## src/rtl/bfdm_ram.sv

```systemverilog
// Generic synchronous RAM: one write port, one read port, registered read data.
// A read and a write to the same address in one cycle return the old word.
// No dependencies.
module bfdm_ram #(
    parameter int DEPTH = 16,
    parameter int WIDTH = 8,
    localparam int AW   = (DEPTH > 1) ? $clog2(DEPTH) : 1
) (
    input  logic             clk,
    input  logic             we,
    input  logic [AW-1:0]    waddr,
    input  logic [WIDTH-1:0] wdata,
    input  logic             re,
    input  logic [AW-1:0]    raddr,
    output logic [WIDTH-1:0] rdata
);

    logic [WIDTH-1:0] mem [DEPTH];

    always_ff @(posedge clk)
    begin
        if (re)
        begin
            rdata <= mem[raddr];
        end
        if (we)
        begin
            mem[waddr] <= wdata;
        end
    end

endmodule

```

## config.mk

```make
export PLATFORM = sky130hd
export DESIGN_NAME = bfdm_ram
export DESIGN_NICKNAME = d
export VERILOG_FILES = /design/src/rtl/bfdm_ram.sv
export SDC_FILE = /design/constraint.sdc
export NUM_CORES = 1
export LEC_CHECK = 0
export ABC_AREA = 1
export BUFFER_PORTS_ARGS = -buffer_cell sky130_fd_sc_hd__buf_2
export CAP_MARGIN = 0
export CORE_ASPECT_RATIO = 0.5
export CORE_MARGIN = 2
export CORE_UTILIZATION = 45
export DETAILED_ROUTE_END_ITERATION = 10
export GPL_TIMING_DRIVEN = 1
export HOLD_SLACK_MARGIN = 0.15
export SLEW_MARGIN = 25
export SYNTH_ARGS = -nofsm -noshare
export SYNTH_HDL_FRONTEND = slang
export SYNTH_SLANG_ARGS = --single-unit
```

## constraint.sdc

```tcl
create_clock -name clk -period 2 [get_ports clk]
set_clock_uncertainty 0.05 [all_clocks]
set_input_delay 0.2 -clock clk [delete_from_list [all_inputs] [get_ports clk]]
set_output_delay 0.2 -clock clk [all_outputs]
set_load 0.02 [all_outputs]
```

* After elaboration in Yosys (flattened, before gate mapping)
Memory sizes are Yosys's and may differ from the RTL's. A register that Yosys moved wholly into a read port is not among the register bits.
Cells that the tools add are included.
** Word-level totals
- Bits of input ports :: 19
- Word-level logic and storage cells :: 3
- Output and inout port bits :: 8
- Memories :: 1
- Memory bits (writable) :: 128
- Register bits after elaboration :: 0
** Cells by class
- Muxes and demuxes :: 2
** Memories
- mem :: depth 16, width 8, rd ports 1, clocked after memory_dff 1, wr ports 1, RTL line 18 : logic [WIDTH-1:0] mem [DEPTH];
** Operator list (number)
- 1-bit 2-to-1 mux :: 2

* Longest topological paths before layout
- Depth in word-level cells :: 2
- Depth in mapped cells :: 8
- Mapped depth without buffers :: 7

* Worst setup path before layout
OpenSTA, ideal clock, no wires.
- Kind :: in2reg
- Start point :: input port waddr[2]
- End point :: memory mem[10][0] (enable)
- Data arrival time :: 781 ps
- Setup time :: 370 ps
- Setup slack :: 799 ps
- Stages on the path :: 2
- Required time :: 1580 ps
- Cells stage by stage :: nand3b_1 -> nor2_1
** RTL lines
- from (decl) :: RTL line 11 : input logic [AW-1:0] waddr,
- to (decl) :: RTL line 18
No word-level cell before the write port.

* Final worst setup path
- Start point :: register rdata[3], read port of mem
- End point :: output port rdata[3]
** RTL lines
- from (decl) :: RTL line 15 : output logic [WIDTH-1:0] rdata
No word-level cell between the ends.

==> flow_summary.rst <==
.. list-table::
   :header-rows: 1

   * - Metric
     - Value
   * - Outcome
     - completed
   * - CTS tree
     - yes
   * - Share of the clock period used by the worst path after layout
     - 62.8%
   * - Synthesized cell area
     - 5850 um^2
   * - Unrepaired setup endpoints after global routing
     - no
   * - IO Count
     - 27
   * - Clock period minus final worst setup slack
     - 1.26 ns
   * - Met1 capacity usage during global routing
     - 32.2%
   * - DRC marker count from the first detailed-route iteration
     - 464
   * - Setup_tns
     - 0 ns
   * - Sequential element share of the synthesized area
     - 69.8%
   * - Number of clock sinks
     - 136
   * - Met3 layer usage reported by global route
     - 5.19%
   * - Final global-route overflow total
     - 0
   * - Clock latency on the worst-skew pair
     - 0.42 ns
   * - Number of warning messages in the yosys log
     - 0
   * - Number of distinct library cells after synthesis
     - 11
   * - Maximum fanout encountered on the critical timing path
     - 1
   * - Number of detailed-route iterations in the first pass
     - 5
   * - Number of flip-flops and latches in the synthesized netlist
     - 136
   * - Number of global-route vias before repair
     - 3635
   * - CP peak stage delay
     - 0.41 ns
   * - CTS-repair resized insts
     - 0
   * - Total area of multi-input combinational cells
     - 1210 um^2
   * - Clock transition time at the flip-flop clock pins of the worst setup and hold paths
     - 0.06 ns
   * - Tightest Hold Check Type
     - in -> reg
   * - Final hold violations
     - 0
   * - Number of buffers inserted by port buffering
     - 26
   * - Mean number of vias per cell
     - 4.96
   * - X dimension of the die
     - 165 um
   * - Final setup viols
     - 0
   * - Final Slew Violations
     - 0
   * - Peak-usage layer in the global routing report
     - met1
   * - Setup CP Type
     - reg -> out
   * - Maximum frequency from static timing analysis
     - 0.796 GHz
   * - Gate count after technology mapping
     - 551
   * - Effective utilization at floorplan
     - 46.2%
   * - Height of the die
     - 84.6 um
   * - Global Route Usage Sum
     - 21.2%
   * - Buffers and inverters on the worst path
     - 1
   * - Launching element type of the critical path
     - flip-flop
   * - DRC
     - 0
   * - Core box area
     - 12700 um^2
   * - Sequential Area
     - 4080 um^2
   * - Weighted congestion reported at the end of routability-driven placement
     - 0.799
   * - Core Util, Final
     - 54.2%
   * - Setup slack at placement
     - 0.515 ns
   * - Placed insts
     - 745
   * - MaxCap Viol Count
     - 0
   * - Commonest cells after routing, fill and taps aside
     - sky130_fd_sc_hd__nand2_1 (173), sky130_fd_sc_hd__edfxtp_1 (136), sky130_fd_sc_hd__inv_1 (100), sky130_fd_sc_hd__nand3_1 (97), sky130_fd_sc_hd__buf_2 (26)
   * - Largest net degree at the start of global routing
     - 65
   * - Global-route wire length before repair
     - 21100 um
   * - Number of nets in the finished design
     - 616
   * - Final antenna diode count
     - 0
   * - Total leakage power
     - 2.97 nW
   * - Routed wire length per instance
     - 17.2 um
   * - Deepest clock path buffer count
     - 2
   * - Signal arrival time at the worst endpoint
     - 1.01 ns
   * - Count of filler cells inserted in the layout
     - 1043
   * - Power density over the cells
     - 1020 nW/um^2
   * - Slowest cell on the critical path
     - sky130_fd_sc_hd__edfxtp_1
   * - Finished Layout Cells
     - 780
   * - Detailed Route WL
     - 13400 um
   * - Commonest non-fill, non-tap cell in the layout
     - sky130_fd_sc_hd__nand2_1
   * - Total vias in the final route
     - 3871
   * - Maximum vdd drop
     - 523 uV
   * - Min setup slack post-route
     - 0.744 ns
   * - Clock Root Buffer
     - sky130_fd_sc_hd__clkbuf_16
   * - Total power
     - 6.97 mW
   * - Mean instance size in the synthesized netlist
     - 10.6 um^2
   * - Met2 track utilization from global routing
     - 29.8%
   * - Logic depth of the worst path, buffers included
     - 1
   * - CTS Buf Count
     - 17
   * - Number of instances on the worst hold path
     - 1
   * - Cell row count
     - 29
   * - Critical Path Sink Type
     - output pin
   * - CP top delay family
     - flip-flops
   * - Syn Nets
     - 570
   * - Depth of the CTS H-tree
     - 4
   * - Transition time at the pin with the least slew margin
     - 0.643 ns
   * - Area delta synth->final
     - 17.4%
   * - Area enclosed by the die boundary
     - 14000 um^2
   * - Share of final-layout standard cells stronger than drive strength 1
     - 13.0%
   * - Worst EP required
     - 1.75 ns
   * - R2r worst-path depth
     - 6
   * - DP HPWL
     - 8140 um
   * - Initial antenna violation count
     - 0
   * - Slew Limit Headroom
     - 57.1%
   * - Cells traversed along the worst timing path
     - buf_2
   * - Count of antenna-violating nets left after detailed routing
     - 0
[timing repair]
item / in CTS / in global routing
hold buffers: 3 / 0
setup buffers: 0 / 0
hold endpoints to repair: 35 / 0
[state kept, by name (all words and copies together) (netlist names)]
name,flops
rdata,8
mem,128
[path summary, 6_finish.rpt]
check	from	to	slack, ns
max reg2reg	mem[6][3]$_DFFE_PP_	rdata[3]$_DFFE_PP_	0.80
min reg2reg	mem[10][0]$_DFFE_PP_	rdata[0]$_DFFE_PP_	0.70
max	rdata[3]$_DFFE_PP_	rdata[3]	0.74
min	wdata[4]	mem[6][4]$_DFFE_PP_	0.15
[cell type report]
type,count,area share [%]
inverters,102,5.58
clock buffers,18,6.25
well taps,170,3.10
flip-flops and latches,136,59.5
repair buffers,51,4.92
multi-input cells,289,17.7
clock inverters,14,2.99
[cell usage after synthesis, drive strengths merged]
library cell,n,area share (%)
inv,102,6.5
nand2,173,11
nor2,17,1.1
nand3,97,8.3
edfxtp,136,70
buf,24,2.8
nand3b,2,0.26
[per-stage QoR]
stage,area [um^2],hold slack (ns)
floorplan,5850,0.249
finish,6870,0.153
CTS,6870,0.150
detailed placement,6200,0.532
global route,6870,0.164
global placement,6200,0.522
[power by group]
part           leakage, nW  total, mW  internal [mW]  switching, mW
logic                 1.43      0.407          0.116          0.291
registers             1.24       3.23           3.21         0.0177
clock network        0.305       3.33           2.20           1.14
[layer usage]
layer	part of all wire [%]	up-vias
met3	7.8	14
met1	47	1848
met5	0	-
met2	44	131
li1	-	1878
met4	1.4	0
[cell families (layout without fill, tap and decap cells)]
family        after synthesis  after routing  share of synthesized area, %
buf+inv                   126            185                          9.39
simple gates              289            289                          20.8
flops                     136            136                          69.8
Power figures use the tool's default switching activity.
