--- src/rtl/bfdm_pkg.sv ---
// Package for the block frame-difference motion detector.
// Holds sizes, register indexes and the pixel info struct shared by all modules but bfdm_ram.
// No dependencies.
package bfdm_pkg;

    localparam int MAX_WIDTH   = 320;
    localparam int MAX_HEIGHT  = 240;
    localparam int MAX_TILE    = 32;
    localparam int STORE_DEPTH = MAX_WIDTH * MAX_HEIGHT;

    localparam int PIX_W   = 16;
    localparam int ADDR_W  = $clog2(STORE_DEPTH);
    localparam int TCOL_W  = $clog2(MAX_WIDTH);
    localparam int SUM_W   = 17;
    localparam int CNT_W   = 17;
    localparam int DIFF_W  = 7;

    localparam int FW_W    = 9;
    localparam int FH_W    = 8;
    localparam int TS_W    = 6;
    localparam int TT_W    = 7;
    localparam int MT_W    = 17;
    localparam int CIT_W   = $clog2(MAX_TILE);
    localparam int TSQ_W   = 11;
    localparam int LIMIT_W = 18;

    localparam int CFG_IDX_W  = 3;
    localparam int CFG_DATA_W = 17;
    localparam int OUT_DATA_W = 24;

    localparam logic [CFG_IDX_W-1:0] REG_FRAME_WIDTH      = 3'd0;
    localparam logic [CFG_IDX_W-1:0] REG_FRAME_HEIGHT     = 3'd1;
    localparam logic [CFG_IDX_W-1:0] REG_TILE_SIZE        = 3'd2;
    localparam logic [CFG_IDX_W-1:0] REG_TILE_THRESHOLD   = 3'd3;
    localparam logic [CFG_IDX_W-1:0] REG_MOTION_THRESHOLD = 3'd4;

    localparam logic [FW_W-1:0] FW_RESET = 9'd320;
    localparam logic [FH_W-1:0] FH_RESET = 8'd240;
    localparam logic [TS_W-1:0] TS_RESET = 6'd8;
    localparam logic [TT_W-1:0] TT_RESET = 7'd10;
    localparam logic [MT_W-1:0] MT_RESET = 17'd5;

    // one accepted pixel on its way from the position logic to the accumulator
    typedef struct packed {
        logic [PIX_W-1:0]  pixel;
        logic [TCOL_W-1:0] tcol;
        logic              first_tile;
        logic              tile_done;
        logic              frame_end;
    } pix_info_t;

endpackage

--- src/rtl/bfdm_accum.sv ---
// Difference and tile-sum read-modify-write with forwarding, tile judgment,
// changed-tile count and result register. Depends on bfdm_pkg.
module bfdm_accum
    import bfdm_pkg::*;
(
    input  logic                  clk,
    input  logic                  rst_n,
    input  logic                  restart,
    input  logic [LIMIT_W-1:0]    limit,
    input  logic [MT_W-1:0]       motion_threshold,
    input  logic                  s1_valid,
    input  pix_info_t             s1_info,
    input  logic [PIX_W-1:0]      prev_pixel,
    input  logic [SUM_W-1:0]      tile_rdata,
    output logic                  tile_we,
    output logic [TCOL_W-1:0]     tile_waddr,
    output logic [SUM_W-1:0]      tile_wdata,
    output logic                  result_busy,
    output logic                  m_tvalid,
    input  logic                  m_tready,
    output logic [OUT_DATA_W-1:0] m_tdata
);

    logic              wr_valid_reg;
    logic [TCOL_W-1:0] wr_addr_reg;
    logic [SUM_W-1:0]  wr_data_reg;

    logic              s2_valid_reg;
    logic [SUM_W-1:0]  s2_sum_reg;
    logic              s2_done_reg;
    logic              s2_end_reg;

    logic [CNT_W-1:0]  changed_reg, changed_next;
    logic              out_valid_reg;
    logic              out_motion_reg;
    logic [CNT_W-1:0]  out_count_reg;

    logic [4:0]        dr, db;
    logic [5:0]        dg;
    logic [DIFF_W-1:0] diff;
    logic [SUM_W-1:0]  base, sum;
    logic              hit;

    always_comb
    begin
        logic [4:0] cr, pr, cb, pb;
        logic [5:0] cg, pg;
        cr = s1_info.pixel[15:11];
        pr = prev_pixel[15:11];
        cg = s1_info.pixel[10:5];
        pg = prev_pixel[10:5];
        cb = s1_info.pixel[4:0];
        pb = prev_pixel[4:0];
        dr = (cr > pr) ? cr - pr : pr - cr;
        dg = (cg > pg) ? cg - pg : pg - cg;
        db = (cb > pb) ? cb - pb : pb - cb;
    end

    assign diff = DIFF_W'(dr) + DIFF_W'(dg) + DIFF_W'(db);

    // forward the last write: the memory read may have raced it
    always_comb
    begin
        if (s1_info.first_tile)
            base = '0;
        else if (wr_valid_reg && (wr_addr_reg == s1_info.tcol))
            base = wr_data_reg;
        else
            base = tile_rdata;
    end

    assign sum        = base + SUM_W'(diff);
    assign tile_we    = s1_valid;
    assign tile_waddr = s1_info.tcol;
    assign tile_wdata = sum;

    assign hit = s2_done_reg && ({1'b0, s2_sum_reg} >= limit);

    always_comb
    begin
        changed_next = changed_reg;
        if (restart)
            changed_next = '0;
        else if (s2_valid_reg)
            changed_next = s2_end_reg ? '0 : changed_reg + CNT_W'(hit);
    end

    always_ff @(posedge clk or negedge rst_n)
    begin
        if (!rst_n)
        begin
            wr_valid_reg  <= 1'b0;
            s2_valid_reg  <= 1'b0;
            changed_reg   <= '0;
            out_valid_reg <= 1'b0;
        end
        else
        begin
            s2_valid_reg <= s1_valid;
            changed_reg  <= changed_next;
            if (s1_valid)
            begin
                wr_valid_reg <= 1'b1;
            end
            if (s2_valid_reg && s2_end_reg)
            begin
                out_valid_reg <= 1'b1;
            end
            else if (m_tready)
            begin
                out_valid_reg <= 1'b0;
            end
        end
    end

    always_ff @(posedge clk)
    begin
        if (s1_valid)
        begin
            wr_addr_reg <= s1_info.tcol;
            wr_data_reg <= sum;
            s2_sum_reg  <= sum;
            s2_done_reg <= s1_info.tile_done;
            s2_end_reg  <= s1_info.frame_end;
        end
        if (s2_valid_reg && s2_end_reg)
        begin
            out_count_reg  <= changed_reg + CNT_W'(hit);
            out_motion_reg <= (changed_reg + CNT_W'(hit)) > motion_threshold;
        end
    end

    assign result_busy = (s2_valid_reg && s2_end_reg) || out_valid_reg;
    assign m_tvalid    = out_valid_reg;
    assign m_tdata     = {{(OUT_DATA_W - CNT_W - 1){1'b0}}, out_count_reg, out_motion_reg};

endmodule

--- config.mk ---
export PLATFORM = sky130hd
export DESIGN_NAME = bfdm_accum
export DESIGN_NICKNAME = d
export VERILOG_FILES = /design/src/rtl/bfdm_pkg.sv /design/src/rtl/bfdm_accum.sv
export SDC_FILE = /design/constraint.sdc
export NUM_CORES = 1
export LEC_CHECK = 0
export ABC_CLOCK_PERIOD_IN_PS = 4500
export BUFFER_PORTS_ARGS = -buffer_cell sky130_fd_sc_hd__buf_4
export CAP_MARGIN = 20
export CORE_MARGIN = 2
export CORE_UTILIZATION = 49
export DETAILED_ROUTE_END_ITERATION = 7
export PLACE_DENSITY = 0.77
export RECOVER_POWER = 100
export SLEW_MARGIN = 0
export SYNTH_ARGS = -nofsm -noshare
export SYNTH_HDL_FRONTEND = slang
export SYNTH_SLANG_ARGS = --single-unit
--- constraint.sdc ---
create_clock -name clk -period 4.5 [get_ports clk]
set_input_delay 0 -clock clk [delete_from_list [all_inputs] [get_ports clk]]
set_output_delay 0 -clock clk [all_outputs]
set_load 0.05 [all_outputs]
Word-level counts from Yosys, hierarchy flattened
Index checks and enable logic that the tools add are counted.

cells by class
  add/subtract/negate cells = 10
  $mul = 0
  div/mod/pow operators = 0
  magnitude comparators = 5
  eq/ne operators = 1
  shifts and indexed selects = 0
  muxes and demuxes = 10
  bitwise gates (word level) = 0
  reductions and logical operators = 6

operators with widths
  cell               number
  $mux 17            5
  $sub 5x5->5        4
  $ge 17x18->1       1
  $add 17x1->17      1
  $add 17x7->17      1
  $gt 17x17->1       1
  $sub 6x6->6        2
  $gt 5x5->1         2
  $mux 5             2
  $eq 9x9->1         1
  $add 5x6->7        1
  $add 7x5->7        1
  $gt 6x6->1         1
  $mux 6             1
  $reduce_bool 2->1  2
  $logic_and 1x1->1  3
  $mux 1             2
  $logic_or 1x1->1   1

word-level totals
  register bits = 66
  latch bits = 0
  bits in writable memories = 0
  bits in read-only memories = 0
  output and inout port bits = 53
  word-level logic and storage cells = 42
  memories = 0

Longest topological paths before layout
  depth after elaboration = 6
  mapped depth = 23
  mapped depth without buffers = 22

Worst setup path before layout
No wires, ideal clock.

  path type = input-to-reg
  start = input s1_info[17] in the netlist's numbering
  end = register s2_sum_reg[10] (data pin)
  setup time = 431 ps
  arrival time = 5504 ps
  path slack = -1435 ps
  cell stages on the path = 21
  buffers on the path = 0
  cell sequence = inv_1 ha_1 inv_1 fa_1 a21o_1 a21oi_1 nor2_1 o31ai_4 mux2i_1 xnor2_1 fa_1 inv_1 fa_1 inv_1 ha_1 a21o_1 a21oi_1 o21ai_0 o41ai_1 nor2_1 a211oi_1

between the ends
  word-level cells in the longest chain between the ends = 5

ends and longest elaborated chain
  element                                           line               RTL
  from (decl)                                       bfdm_accum.sv:12   input pix_info_t s1_info,
  $sub 6x6->6 / $gt 6x6->1 (equally long branches)  bfdm_accum.sv:55   dg = (cg > pg) ? cg - pg : pg - cg;
  $mux 6 (*)                                        bfdm_accum.sv:55
  $add 5x6->7 (*)                                   bfdm_accum.sv:59   assign diff = DIFF_W'(dr) + DIFF_W'(dg) + DIFF_W'(db);
  $add 7x5->7 (*)                                   bfdm_accum.sv:59
  $add 17x7->17 (*)                                 bfdm_accum.sv:72   assign sum = base + SUM_W'(diff);
  named net tile_wdata[10]                          bfdm_accum.sv:17   output logic [SUM_W-1:0] tile_wdata,
  to (signal assigned)                              bfdm_accum.sv:122  s2_sum_reg <= sum;
  to (decl)                                         bfdm_accum.sv:29   logic [SUM_W-1:0] s2_sum_reg;

The timed path passes the listed nets; every way through them passes the cells marked *.
A chain may end at the register's enable or synchronous reset.

Worst setup path after layout
  start = input s1_info[17] in the netlist's numbering
  end = output tile_wdata[10]

between the ends
  word-level cells in the longest chain between the ends = 5

ends and longest elaborated chain
  element                                           line
  $sub 6x6->6 / $gt 6x6->1 (equally long branches)  bfdm_accum.sv:55
  $mux 6 (*)                                        bfdm_accum.sv:55
  $add 5x6->7 (*)                                   bfdm_accum.sv:59
  $add 7x5->7 (*)                                   bfdm_accum.sv:59
  $add 17x7->17 (*)                                 bfdm_accum.sv:72
  to (decl)                                         bfdm_accum.sv:17

Every way passes the cells marked *; elsewhere a longest branch is shown, timed or not.

==> out/results.ini <==
[critical_path]
cp_max_fo=3
cp_slowest_cell=fa_1
max_stage_delay_ps=510
worstPathRequired_ps=4500
critPathLaunchType=primary input
startpoint=s1_info[17]
reg2reg_from=s2_sum_reg[3]
crit_arrival_ps=4690
path_class=primary input to primary output
end_kind=primary output
reg2regPathDepth=20

[place]
pre_cts_ws_ps=-267
port_buffers=147
place_congestion=0.889
dpl.cell_count=892
hpwl_um=11400

[sta]
fmax_ghz=0.213
rsz0062_at_grt=true
finalSetupViolations=9
hold_viol_final=1
fin_skew_ps=8.30
tightest_slew_ps=1740
setup_slack_ps=-190
fin_crit_sh_pct=104
setup_tns_ps=-1380
maxSlewHeadroom_pct=-16.1
layout_min_cycle_time_ps=4690
hold_ws_ps=-18.5
maxSlewViolCount=32

[yosys]
synth-seq-cells=66
synth_area_per_cell_sq_um=9.80
netlist.area_leader.share_pct=23.8
synth_edf_count=46
synth.top_cells.by_area=edfxtp_1 (24%), ha_1 (16%), dfrtp_1 (8.6%)
synth-main-ff-cell=edfxtp_1
ys_async_sr_fraction_pct=30.3
synth_area_sq_um=5800
ys_seq_area_share_pct=32.4
yosysWarnings=0
synth_most_common_cell=inv_1
ys_top_cells_by_count=inv_1 (93), ha_1 (76), edfxtp_1 (46), nor2_1 (41), xnor2_1 (35)
synth_top_area_cell=edfxtp_1
synthDistinctLibCells=54
synth_cells=592

[clock_tree]
cts.sinks=66
numCtsBuffers=9
cts-root-buf=clkbuf_16
clk_pin_slew_worst_paths_ps=50
insertion_delay_ps=340
h-tree-depth=3
cts_tree=done
cts_max_path_buffers=2

[final_layout]
nets=985
layout-drive-gt1-share_pct=28.1
fin_cells=940
syn_to_final_growth_pct=37.9
n_antenna_cell=0

[detailed_routing]
drc_errors=0
drtIter0Drc=200
vias=4960
first_pass_iters=4
routed_via_density=5.28
antenna_left=0
totalWireLength_um=14900
routedWlPerCell_um=15.9

[global_route]
grt_start_max_net_pins=32
grt_usage_pct=23.4
antenna_found_initial=1
grt_overflow=0
grt_pass1_vias=5256
grt_pass1_wl_um=24100

[power_and_ir_drop]
p_seq_share_pct=21.8
internal_power_mw=2.02
p_total_mw=3.64
p_clk_share_pct=19.2
p_switching_mw=1.62
vdd_drop_max_mv=0.452
p_leak_nw=3.87
p_per_area_nw_per_um2=456
switching_share_pct=44.5
comb_power_share_pct=59.0

[run]
drv_cap=1

[die]
initial_utilization_pct=50.6
design.die.area_sq_um=12700
die_w_um=113
die_h_um=113
num_rows=39
num_io_pins=154
core_sq_um=11500

[min_path]
hold_class=primary input to register
min-delay-start=restart
holdPathStages=4

[status]
violations=hold timing, capacitance limit, slew limit, setup timing
run_status=complete, but fails checks

[placed cells by master (no fill, tap or decap), types with 14 or more instances in the layout]
master	netlist	routed
a21o_1	16	16
buf_4	19	133
nor2_1	41	37
inv_1	93	86
ha_1	76	69
edfxtp_1	46	46
a21oi_1	22	19
fa_1	16	14
o21ai_0	28	25
nand2_1	23	22
mux2i_1	30	25
dfrtp_1	20	20
xnor2_1	35	29
clkbuf_1	6	50
[per-stage QoR]
| stage | hold WS (ps) | cell area (sq um) | util (%) |
|---|---|---|---|
| global route | 24.7 | 8000 | 69.7 |
| global placement | -105 | 7490 | 65.4 |
| detailed placement | -99.8 | 7490 | 65.4 |
| finish | -18.5 | 8000 | 69.7 |
| floorplan | -296 | 6150 | - |
| CTS | 22.6 | 8120 | 70.8 |
[logic make-up (layout without fill, tap and decap cells)]
| family | count (synthesis) | after routing | synth area share (%) |
|---|---|---|---|
| other cells | 1 | 6 | 0.0647 |
| flops | 66 | 66 | 32.4 |
| compound gates | 106 | 106 | 12.3 |
| mux | 32 | 32 | 5.57 |
| fa+ha+maj | 92 | 92 | 21.9 |
| simple gates | 123 | 123 | 10.8 |
| buf+inv | 122 | 322 | 9.21 |
| xor+xnor | 50 | 50 | 7.68 |
[repair_timing]
action | CTS | global route
pin swaps | 20 | 13
hold buffers | 13 | 0
buffers inserted | 14 | 4
resized for setup | 19 | 17
setup endpoints to repair | 9 | 13
hold endpoints to repair | 32 | 0
[critical path, delay by kind of cell]
| family | cells | cell delay [ps] |
|---|---|---|
| fa+ha+maj | 5 | 1730 |
| xor+xnor | 1 | 140 |
| compound gates | 8 | 1540 |
| mux | 1 | 310 |
| buf+inv | 9 | 890 |
| simple gates | 1 | 70 |
[power groups by stage]
stage	clock network [mW]	registers, mW	logic [mW]
floorplan	0	0.800	1.46
global placement	0	0.799	2.05
detailed placement	0	0.803	2.10
CTS	0.703	0.791	2.21
global route	0.732	0.799	2.32
finish	0.700	0.793	2.15
[layout make-up]
class / instances / area, sq um
Multi-Input combinational cell: 409 / 3760
Sequential cell: 66 / 1880
Fill cell: 904 / 3470
Tap cell: 143 / 179
Timing Repair Buffer: 213 / 1510
Clock inverter: 5 / 53.8
Inverter: 93 / 367
Clock buffer: 11 / 243
[routing by layer]
layer,share of wire [%],vias to the layer above,GRT usage (%)
met1,40,2377,27.0
met4,2.1,2,9.02
met5,0.11,-,0
met2,53,153,43.1
li1,-,2400,-
met3,5.6,28,4.18
[final timing paths]
path | to | slack (ps)
hold / removal | changed_reg[0] | -20
min in group asynchronous | changed_reg[8] | 420
hold reg to reg | wr_valid_reg | 480
setup / recovery | tile_wdata[10] | -190
setup reg to reg | out_motion_reg | 210
max in group asynchronous | s2_valid_reg | 3400
No activity file was read; power rests on OpenSTA's default activity.
