--- config.mk ---
export PLATFORM = sky130hd
export DESIGN_NAME = bfdm_ctrl
export DESIGN_NICKNAME = d
export VERILOG_FILES = /design/src/rtl/bfdm_pkg.sv /design/src/rtl/bfdm_ctrl.sv
export SDC_FILE = /design/constraint.sdc
export NUM_CORES = 1
export LEC_CHECK = 0
export ABC_CLOCK_PERIOD_IN_PS = 4700
export BUFFER_PORTS_ARGS = -buffer_cell sky130_fd_sc_hd__buf_2
export CORE_UTILIZATION = 53
export CTS_CLUSTER_SIZE = 25
export DETAILED_ROUTE_END_ITERATION = 16
export GPL_TIMING_DRIVEN = 1
export PLACE_DENSITY = 0.78
export SYNTH_ARGS = -nofsm -noshare
export SYNTH_HDL_FRONTEND = slang
export SYNTH_SLANG_ARGS = --single-unit
--- constraint.sdc ---
create_clock -name clk -period 4.7 [get_ports clk]
set_input_delay 0.47 -clock clk [delete_from_list [all_inputs] [get_ports clk]]
set_output_delay 0.47 -clock clk [all_outputs]
set_load 0.005 [all_outputs]
--- src/rtl/bfdm_pkg.sv ---
// Package for the block frame-difference motion detector.
// Holds sizes, register indexes and the pixel info struct shared by all modules but bfdm_ram.
// No dependencies.
package bfdm_pkg;

    localparam int MAX_WIDTH   = 320;
    localparam int MAX_HEIGHT  = 240;
    localparam int MAX_TILE    = 32;
    localparam int STORE_DEPTH = MAX_WIDTH * MAX_HEIGHT;

    localparam int PIX_W   = 16;
    localparam int ADDR_W  = $clog2(STORE_DEPTH);
    localparam int TCOL_W  = $clog2(MAX_WIDTH);
    localparam int SUM_W   = 17;
    localparam int CNT_W   = 17;
    localparam int DIFF_W  = 7;

    localparam int FW_W    = 9;
    localparam int FH_W    = 8;
    localparam int TS_W    = 6;
    localparam int TT_W    = 7;
    localparam int MT_W    = 17;
    localparam int CIT_W   = $clog2(MAX_TILE);
    localparam int TSQ_W   = 11;
    localparam int LIMIT_W = 18;

    localparam int CFG_IDX_W  = 3;
    localparam int CFG_DATA_W = 17;
    localparam int OUT_DATA_W = 24;

    localparam logic [CFG_IDX_W-1:0] REG_FRAME_WIDTH      = 3'd0;
    localparam logic [CFG_IDX_W-1:0] REG_FRAME_HEIGHT     = 3'd1;
    localparam logic [CFG_IDX_W-1:0] REG_TILE_SIZE        = 3'd2;
    localparam logic [CFG_IDX_W-1:0] REG_TILE_THRESHOLD   = 3'd3;
    localparam logic [CFG_IDX_W-1:0] REG_MOTION_THRESHOLD = 3'd4;

    localparam logic [FW_W-1:0] FW_RESET = 9'd320;
    localparam logic [FH_W-1:0] FH_RESET = 8'd240;
    localparam logic [TS_W-1:0] TS_RESET = 6'd8;
    localparam logic [TT_W-1:0] TT_RESET = 7'd10;
    localparam logic [MT_W-1:0] MT_RESET = 17'd5;

    // one accepted pixel on its way from the position logic to the accumulator
    typedef struct packed {
        logic [PIX_W-1:0]  pixel;
        logic [TCOL_W-1:0] tcol;
        logic              first_tile;
        logic              tile_done;
        logic              frame_end;
    } pix_info_t;

endpackage

--- src/rtl/bfdm_ctrl.sv ---
// Configuration registers, raster position counters, frame store clearing pass
// and read issue for both memories. Depends on bfdm_pkg.
module bfdm_ctrl
    import bfdm_pkg::*;
(
    input  logic                  clk,
    input  logic                  rst_n,
    input  logic                  cfg_we,
    input  logic [CFG_IDX_W-1:0]  cfg_index,
    input  logic [CFG_DATA_W-1:0] cfg_data,
    input  logic                  s_tvalid,
    output logic                  s_tready,
    input  logic [PIX_W-1:0]      s_tdata,
    input  logic                  result_busy,
    output logic                  restart,
    output logic [LIMIT_W-1:0]    limit,
    output logic [MT_W-1:0]       motion_threshold,
    output logic                  frame_we,
    output logic [ADDR_W-1:0]     frame_waddr,
    output logic [PIX_W-1:0]      frame_wdata,
    output logic                  frame_re,
    output logic [ADDR_W-1:0]     frame_raddr,
    output logic                  tile_re,
    output logic [TCOL_W-1:0]     tile_raddr,
    output logic                  s1_valid,
    output pix_info_t             s1_info
);

    logic [FW_W-1:0]   fw_reg;
    logic [FH_W-1:0]   fh_reg;
    logic [TS_W-1:0]   ts_reg;
    logic [TT_W-1:0]   tt_reg;
    logic [MT_W-1:0]   mt_reg;
    logic [TSQ_W-1:0]  ts_sq_reg;
    logic [LIMIT_W-1:0] limit_reg;

    logic [FW_W-1:0]   w;
    logic [FH_W-1:0]   h;
    logic [TS_W-1:0]   ts;

    logic [FW_W-1:0]   col_reg, col_next;
    logic [FH_W-1:0]   line_reg, line_next;
    logic [CIT_W-1:0]  cit_reg, cit_next;
    logic [CIT_W-1:0]  lit_reg, lit_next;
    logic [TCOL_W-1:0] tcol_reg, tcol_next;
    logic [ADDR_W-1:0] addr_reg, addr_next;

    logic              clearing_reg;
    logic [ADDR_W-1:0] clr_addr_reg;

    logic              s1_valid_reg;
    pix_info_t         s1_info_reg;

    logic              accept;
    logic              last_col, last_line, cit_wrap, lit_wrap;
    logic              frame_end_now, tile_done_now;

    // clamp out-of-range settings
    always_comb
    begin
        if (fw_reg == '0)
            w = FW_W'(1);
        else if (fw_reg > FW_W'(MAX_WIDTH))
            w = FW_W'(MAX_WIDTH);
        else
            w = fw_reg;

        if (fh_reg == '0)
            h = FH_W'(1);
        else if (fh_reg > FH_W'(MAX_HEIGHT))
            h = FH_W'(MAX_HEIGHT);
        else
            h = fh_reg;

        if (ts_reg == '0)
            ts = TS_W'(1);
        else if (ts_reg > TS_W'(MAX_TILE))
            ts = TS_W'(MAX_TILE);
        else
            ts = ts_reg;
    end

    always_comb
    begin
        case (cfg_index)
            REG_FRAME_WIDTH,
            REG_FRAME_HEIGHT,
            REG_TILE_SIZE,
            REG_TILE_THRESHOLD,
            REG_MOTION_THRESHOLD: restart = cfg_we;
            default:              restart = 1'b0;
        endcase
    end

    always_ff @(posedge clk or negedge rst_n)
    begin
        if (!rst_n)
        begin
            fw_reg <= FW_RESET;
            fh_reg <= FH_RESET;
            ts_reg <= TS_RESET;
            tt_reg <= TT_RESET;
            mt_reg <= MT_RESET;
        end
        else if (cfg_we)
        begin
            case (cfg_index)
                REG_FRAME_WIDTH:      fw_reg <= cfg_data[FW_W-1:0];
                REG_FRAME_HEIGHT:     fh_reg <= cfg_data[FH_W-1:0];
                REG_TILE_SIZE:        ts_reg <= cfg_data[TS_W-1:0];
                REG_TILE_THRESHOLD:   tt_reg <= cfg_data[TT_W-1:0];
                REG_MOTION_THRESHOLD: mt_reg <= cfg_data[MT_W-1:0];
                default:              ;
            endcase
        end
    end

    // threshold area, two multiplies in two register steps
    always_ff @(posedge clk)
    begin
        ts_sq_reg <= TSQ_W'(ts * ts);
        limit_reg <= LIMIT_W'(({1'b0, tt_reg} + 8'd1) * ts_sq_reg);
    end

    assign last_col      = ({1'b0, col_reg} + 10'd1) == {1'b0, w};
    assign last_line     = ({1'b0, line_reg} + 9'd1) == {1'b0, h};
    assign cit_wrap      = ({1'b0, cit_reg} + 6'd1) == ts;
    assign lit_wrap      = ({1'b0, lit_reg} + 6'd1) == ts;
    assign frame_end_now = last_col && last_line;
    assign tile_done_now = (cit_wrap || last_col) && (lit_wrap || last_line);

    // hold a frame-end word until no other result is pending
    assign s_tready = !clearing_reg &&
                      !(frame_end_now && ((s1_valid_reg && s1_info_reg.frame_end) ||
                                          result_busy));
    assign accept   = s_tvalid && s_tready;

    always_comb
    begin
        col_next  = col_reg;
        line_next = line_reg;
        cit_next  = cit_reg;
        lit_next  = lit_reg;
        tcol_next = tcol_reg;
        addr_next = addr_reg;
        if (restart)
        begin
            col_next  = '0;
            line_next = '0;
            cit_next  = '0;
            lit_next  = '0;
            tcol_next = '0;
            addr_next = '0;
        end
        else if (accept)
        begin
            if (frame_end_now)
            begin
                col_next  = '0;
                line_next = '0;
                cit_next  = '0;
                lit_next  = '0;
                tcol_next = '0;
                addr_next = '0;
            end
            else if (last_col)
            begin
                col_next  = '0;
                cit_next  = '0;
                tcol_next = '0;
                line_next = line_reg + FH_W'(1);
                lit_next  = lit_wrap ? '0 : lit_reg + CIT_W'(1);
                addr_next = addr_reg + ADDR_W'(1);
            end
            else
            begin
                col_next  = col_reg + FW_W'(1);
                addr_next = addr_reg + ADDR_W'(1);
                if (cit_wrap)
                begin
                    cit_next  = '0;
                    tcol_next = tcol_reg + TCOL_W'(1);
                end
                else
                begin
                    cit_next = cit_reg + CIT_W'(1);
                end
            end
        end
    end

    always_ff @(posedge clk or negedge rst_n)
    begin
        if (!rst_n)
        begin
            col_reg      <= '0;
            line_reg     <= '0;
            cit_reg      <= '0;
            lit_reg      <= '0;
            tcol_reg     <= '0;
            addr_reg     <= '0;
            clearing_reg <= 1'b1;
            clr_addr_reg <= '0;
            s1_valid_reg <= 1'b0;
        end
        else
        begin
            col_reg      <= col_next;
            line_reg     <= line_next;
            cit_reg      <= cit_next;
            lit_reg      <= lit_next;
            tcol_reg     <= tcol_next;
            addr_reg     <= addr_next;
            s1_valid_reg <= accept;
            if (clearing_reg)
            begin
                clr_addr_reg <= clr_addr_reg + ADDR_W'(1);
                if (clr_addr_reg == ADDR_W'(STORE_DEPTH - 1))
                begin
                    clearing_reg <= 1'b0;
                end
            end
        end
    end

    always_ff @(posedge clk)
    begin
        if (accept)
        begin
            s1_info_reg.pixel      <= s_tdata;
            s1_info_reg.tcol       <= tcol_reg;
            s1_info_reg.first_tile <= (cit_reg == '0) && (lit_reg == '0);
            s1_info_reg.tile_done  <= tile_done_now;
            s1_info_reg.frame_end  <= frame_end_now;
        end
    end

    // frame store: read old word and write new one at the same address
    assign frame_we    = clearing_reg || accept;
    assign frame_waddr = clearing_reg ? clr_addr_reg : addr_reg;
    assign frame_wdata = clearing_reg ? '0 : s_tdata;
    assign frame_re    = accept;
    assign frame_raddr = addr_reg;

    assign tile_re    = accept;
    assign tile_raddr = tcol_reg;

    assign s1_valid         = s1_valid_reg;
    assign s1_info          = s1_info_reg;
    assign limit            = limit_reg;
    assign motion_threshold = mt_reg;

endmodule

### After elaboration in Yosys (flattened, before gate mapping)

Index checks and enable logic that the tools add are counted.

| operators by class | value |
|---|---|
| $lt $le $gt $ge | 3 |
| muxes and demuxes | 37 |
| eq/ne operators | 9 |
| reduce and logical (&&, ||, !) cells | 30 |
| add/subtract/negate cells | 12 |
| multiply operators | 2 |

Operators with widths:

| operator | count |
|---|---|
| $mux 9 | 11 |
| $mux 17 | 4 |
| $mux 5 | 10 |
| $mux 8 | 6 |
| $add 17x1->17 const B | 2 |
| $add 9x1->9 const B | 2 |
| $mul 8x11->18 | 1 |
| $eq 17x17->1 const B | 1 |
| $mux 16 | 1 |
| $reduce_and 2->1 | 7 |
| $add 5x1->6 const B | 2 |
| $eq 6x6->1 | 2 |
| $mux 6 | 2 |
| $mul 6x6->11 | 1 |
| $add 5x1->5 const B | 2 |
| $add 9x1->10 const B | 1 |
| $eq 10x9->1 | 1 |
| $logic_not 5->1 | 2 |
| $add 8x1->9 const B | 1 |
| $eq 9x8->1 | 1 |
| $gt 9x9->1 const B | 1 |
| $logic_not 9->1 | 1 |
| $add 7x1->8 const B | 1 |
| $add 8x1->8 const B | 1 |
| other kinds (16) | 29 |

| storage, ports and cells | value |
|---|---|
| output and inout port bits | 128 |
| flip-flop bits (word level) | 176 |
| input port bits | 41 |
| word-level logic and storage cells | 114 |

### Depth between registers and ports, before layout

| logic depth | value |
|---|---|
| depth in word-level cells | 11 |
| mapped depth | 20 |

### Least setup slack after synthesis

Ideal clock, no wire load.

| timing path | value |
|---|---|
| kind | register to register |
| from | reg tt_reg[1] |
| to | reg limit_reg[17], in the netlist limit[17] |
| path slack | -391 ps |
| stages on the path, launching flop included | 19 |
| arrival | 5018 ps |
| clock period less this slack | 5091 ps |
| cells stage by stage | dfstp_2 > ha_1 > nand3_1 > xnor2_1 > and2_1 > fa_1 > fa_1 > fa_1 > inv_1 > fa_1 > inv_1 > ha_1 > or2_2 > a21oi_1 > a211oi_1 > o31a_1 > a21o_1 > a21oi_1 > xnor2_1 |

| on the way | value |
|---|---|
| word-level cells in the longest chain between the ends | 2 |

RTL lines:

| element | line | RTL |
|---|---|---|
| start: declaration | bfdm_ctrl.sv:32 | `logic [TT_W-1:0] tt_reg;` |
| start signal: assignment | bfdm_ctrl.sv:111 | `REG_TILE_THRESHOLD: tt_reg <= cfg_data[TT_W-1:0];` |
| $add 7x1->8 | bfdm_ctrl.sv:122 | `limit_reg <= LIMIT_W'(({1'b0, tt_reg} + 8'd1) * ts_sq_reg);` |
| $mul 8x11->18 | bfdm_ctrl.sv:122 |  |
| end signal: assignment | bfdm_ctrl.sv:122 |  |
| end: declaration | bfdm_ctrl.sv:35 | `logic [LIMIT_W-1:0] limit_reg;` |

No other way between the ends.
A chain may end at the register's enable or synchronous reset.

### Worst setup path in the final report

Same ends and word-level chain as after synthesis.

==> flow_summary.json <==
{
  "reg2reg_from": "tt_reg[1]",
  "dieArea_mm2": 0.0228,
  "rows": 54,
  "cp_slowest_cell": "dfstp_2",
  "antenna_cells": 0,
  "drt_pass1_iterations": 6,
  "finalSetupViolations": 4,
  "vias_per_cell": 5.54,
  "boundaryPins": 169,
  "netlist.area_leader.share_pct": 22.8,
  "grt_overflow": 0,
  "dp.final_hpwl_mm": 19.5,
  "drc": 0,
  "worst_setup_path_end_kind": "flop",
  "synth_most_common_cell": "inv_1",
  "die_h_um": 151,
  "arrival_ps": 5230,
  "r2r-end": "limit[17]",
  "grt_usage_pct": 24.4,
  "start_kind": "flop",
  "grt_max_degree": 80,
  "synth_common_cells": "inv_1, dfrtp_1, nand2_1",
  "maxClockFrequency_mhz": 206,
  "layout-drive-gt1-share_pct": 28.5,
  "slew_headroom_pct": 8.54,
  "ant_nets": 0,
  "synth_seq_area_share_pct": 37.3,
  "start_util_pct": 53.9,
  "r2r_slack_ps": -160,
  "grt_antenna_before_repair": 0,
  "crit_path_frequent_cell": "fa_1",
  "synth_ff_type": "dfrtp_1",
  "setup_tns_ps": -376,
  "synth.ff_latch_count": 175,
  "power.density_mw_per_mm2": 687,
  "synth-edff-count": 28,
  "synthTopCellsByArea": "dfrtp_1, fa_1, edfxtp_1, ha_1, mux2_2",
  "crit_path_max_fanout": 8,
  "ys_async_sr_fraction_pct": 68.0,
  "status": "finished with violations",
  "avgSynthCellArea_um2": 10.0,
  "reg2reg_depth": 19,
  "wl_per_cell_um": 16.1,
  "path_buf_inv": 5,
  "synth_top_cell_by_area": "dfrtp_1",
  "totalWireLength_mm": 26.9,
  "die_x_um": 151,
  "tightest_slew_ps": 1370,
  "cts_tree": "built",
  "fin_skew_ps": 11.8,
  "gp_congestion": 0.862,
  "crit_path_cell_trace": "ha_4 -> nand3_4 -> xnor2_4 -> buf_6 -> and2_4 -> fa_1 -> inv_2 -> fa_1 -> inv_1 -> fa_1 -> inv_1 -> fa_1 -> inv_2 -> ha_4 -> or3_1 -> o31a_1 -> a21o_1 -> a21oi_2 -> xnor2_1",
  "nFillCells": 1695,
  "nets": 1539,
  "stdcell_count": 1669,
  "ir_worst_vdd_uv": 717,
  "hp-class": "primary input to async pin",
  "p_leak_nw": 6.63,
  "slowest_delay_ps": 590,
  "cts_htree_levels": 4,
  "synth_area_mm2": 0.0118,
  "cts_root_buf": "clkbuf_16",
  "critPathRequiredTime_ps": 5070,
  "coreArea_mm2": 0.0218,
  "crit_type": "flop to flop",
  "period_share_pct": 104,
  "synth.distinct_cells": 77,
  "min_period_ps": 4860,
  "drv_cap": 0,
  "synth_cells": 1176,
  "grt_pass1_wl_mm": 44.2,
  "placed_cells": 1626,
  "failed_checks": "negative setup slack",
  "grt_pass1_vias": 9070,
  "cts_buffers": 17,
  "numClockSinks": 175,
  "largest_reg_flops": 28,
  "via_count": 9252,
  "rsz0062_at_grt": "true",
  "whs_ps": 199,
  "clk_latency_ps": 440,
  "cp_top_family": "adder cells",
  "drv_slew": 0,
  "clk_pin_slew_ps": 80,
  "finalHoldViolations": 0,
  "numPortBuffers": 168,
  "initialDrtViolationCount": 489,
  "setup_ws_ps": -165,
  "clk_path_buf_depth": 2,
  "area_growth_pct": 20.6,
  "synth-warning-count": 0
}
[area by class of cell]
cell class	count	area [um^2]	area share, %
clock inverters	15	175	1.23
flip-flops and latches	175	4400	31.0
repair buffers	217	1250	8.81
multi-input cells	839	7130	50.2
clock buffers	17	425	3.00
inverters	126	473	3.33
well taps	280	350	2.47
[cell families after synthesis]
group / count (synthesis) / share of synthesized area, %
xor+xnor: 74 / 5.63
simple gates: 390 / 18.0
buf+inv: 173 / 5.68
compound gates: 164 / 9.35
other cells: 2 / 0.0638
flops: 175 / 37.3
mux: 76 / 7.12
fa+ha+maj: 122 / 16.9
[report_power, final]
part | total, W | internal, W | leakage, nW | switching [W]
combinational | 0.00618 | 0.00314 | 4.29 | 0.00304
clock | 0.00144 | 0.000760 | 0.293 | 0.000685
sequential | 0.00214 | 0.00187 | 2.05 | 0.000269
total | 0.00976 | 0.00577 | 6.63 | 0.00399
[cells in the final DEF (no fill, tap or decap), drive strengths merged, types with 9 or more instances in the layout]
cell type,netlist,final
a21o,11,11
a21oi,37,37
a31oi,9,9
and2,43,43
and3,27,27
buf,12,217
clkbuf,35,17
conb,2,12
dfrtp,107,107
dfstp,12,12
dfxtp,28,28
edfxtp,28,28
fa,61,61
ha,61,61
inv,125,132
mux2,62,62
mux2i,14,14
nand2,99,99
nand2b,14,14
nand3,48,48
nand4,19,19
nor2,30,30
nor2b,50,50
nor3,12,12
o211ai,9,9
o21ai,36,36
or3,11,11
xnor2,53,53
xor2,20,21
[through the flow]
stage	utilization, %	cell area, um^2	power (W)	setup WS [ps]
finish	65.1	14200	0.00976	-165
CTS	64.9	14200	0.00974	-140
floorplan	-	12000	0.00620	8.80
global placement	61.2	13400	0.00755	-178
global route	65.1	14200	0.0106	-363
detailed placement	61.2	13400	0.00777	-306
[per-layer routing]
layer / part of all wire [%] / global-route usage (%) / wire, um
met2: 53 / 43.5 / 14200
met3: 3.6 / 3.40 / 963
met1: 42 / 30.8 / 11300
met5: 0 / 0 / 0
met4: 1.4 / 6.95 / 378
[what timing repair did]
action | in CTS | in global routing
gates cloned | 0 | 1
setup endpoints to repair | 4 | 5
setup buffers | 9 | 1
gates resized for setup | 37 | 3
pin swaps | 50 | 1
hold buffers | 0 | 0
[worst max-delay path by stage]
stage	start	to	slack (ps)	cells after the start
2_1_floorplan	tt_reg[1]	limit[17]	9	19
3_3_place_gp	tt_reg[1]	limit[16]	-180	18
3_5_place_dp	tt_reg[1]	limit[16]	-310	19
4_1_cts	tt_reg[1]	limit[17]	-140	19
5_1_grt	tt_reg[1]	limit[17]	-360	18
6_report	tt_reg[1]	limit[17]	-160	19
(Power assumes the default switching activity.)
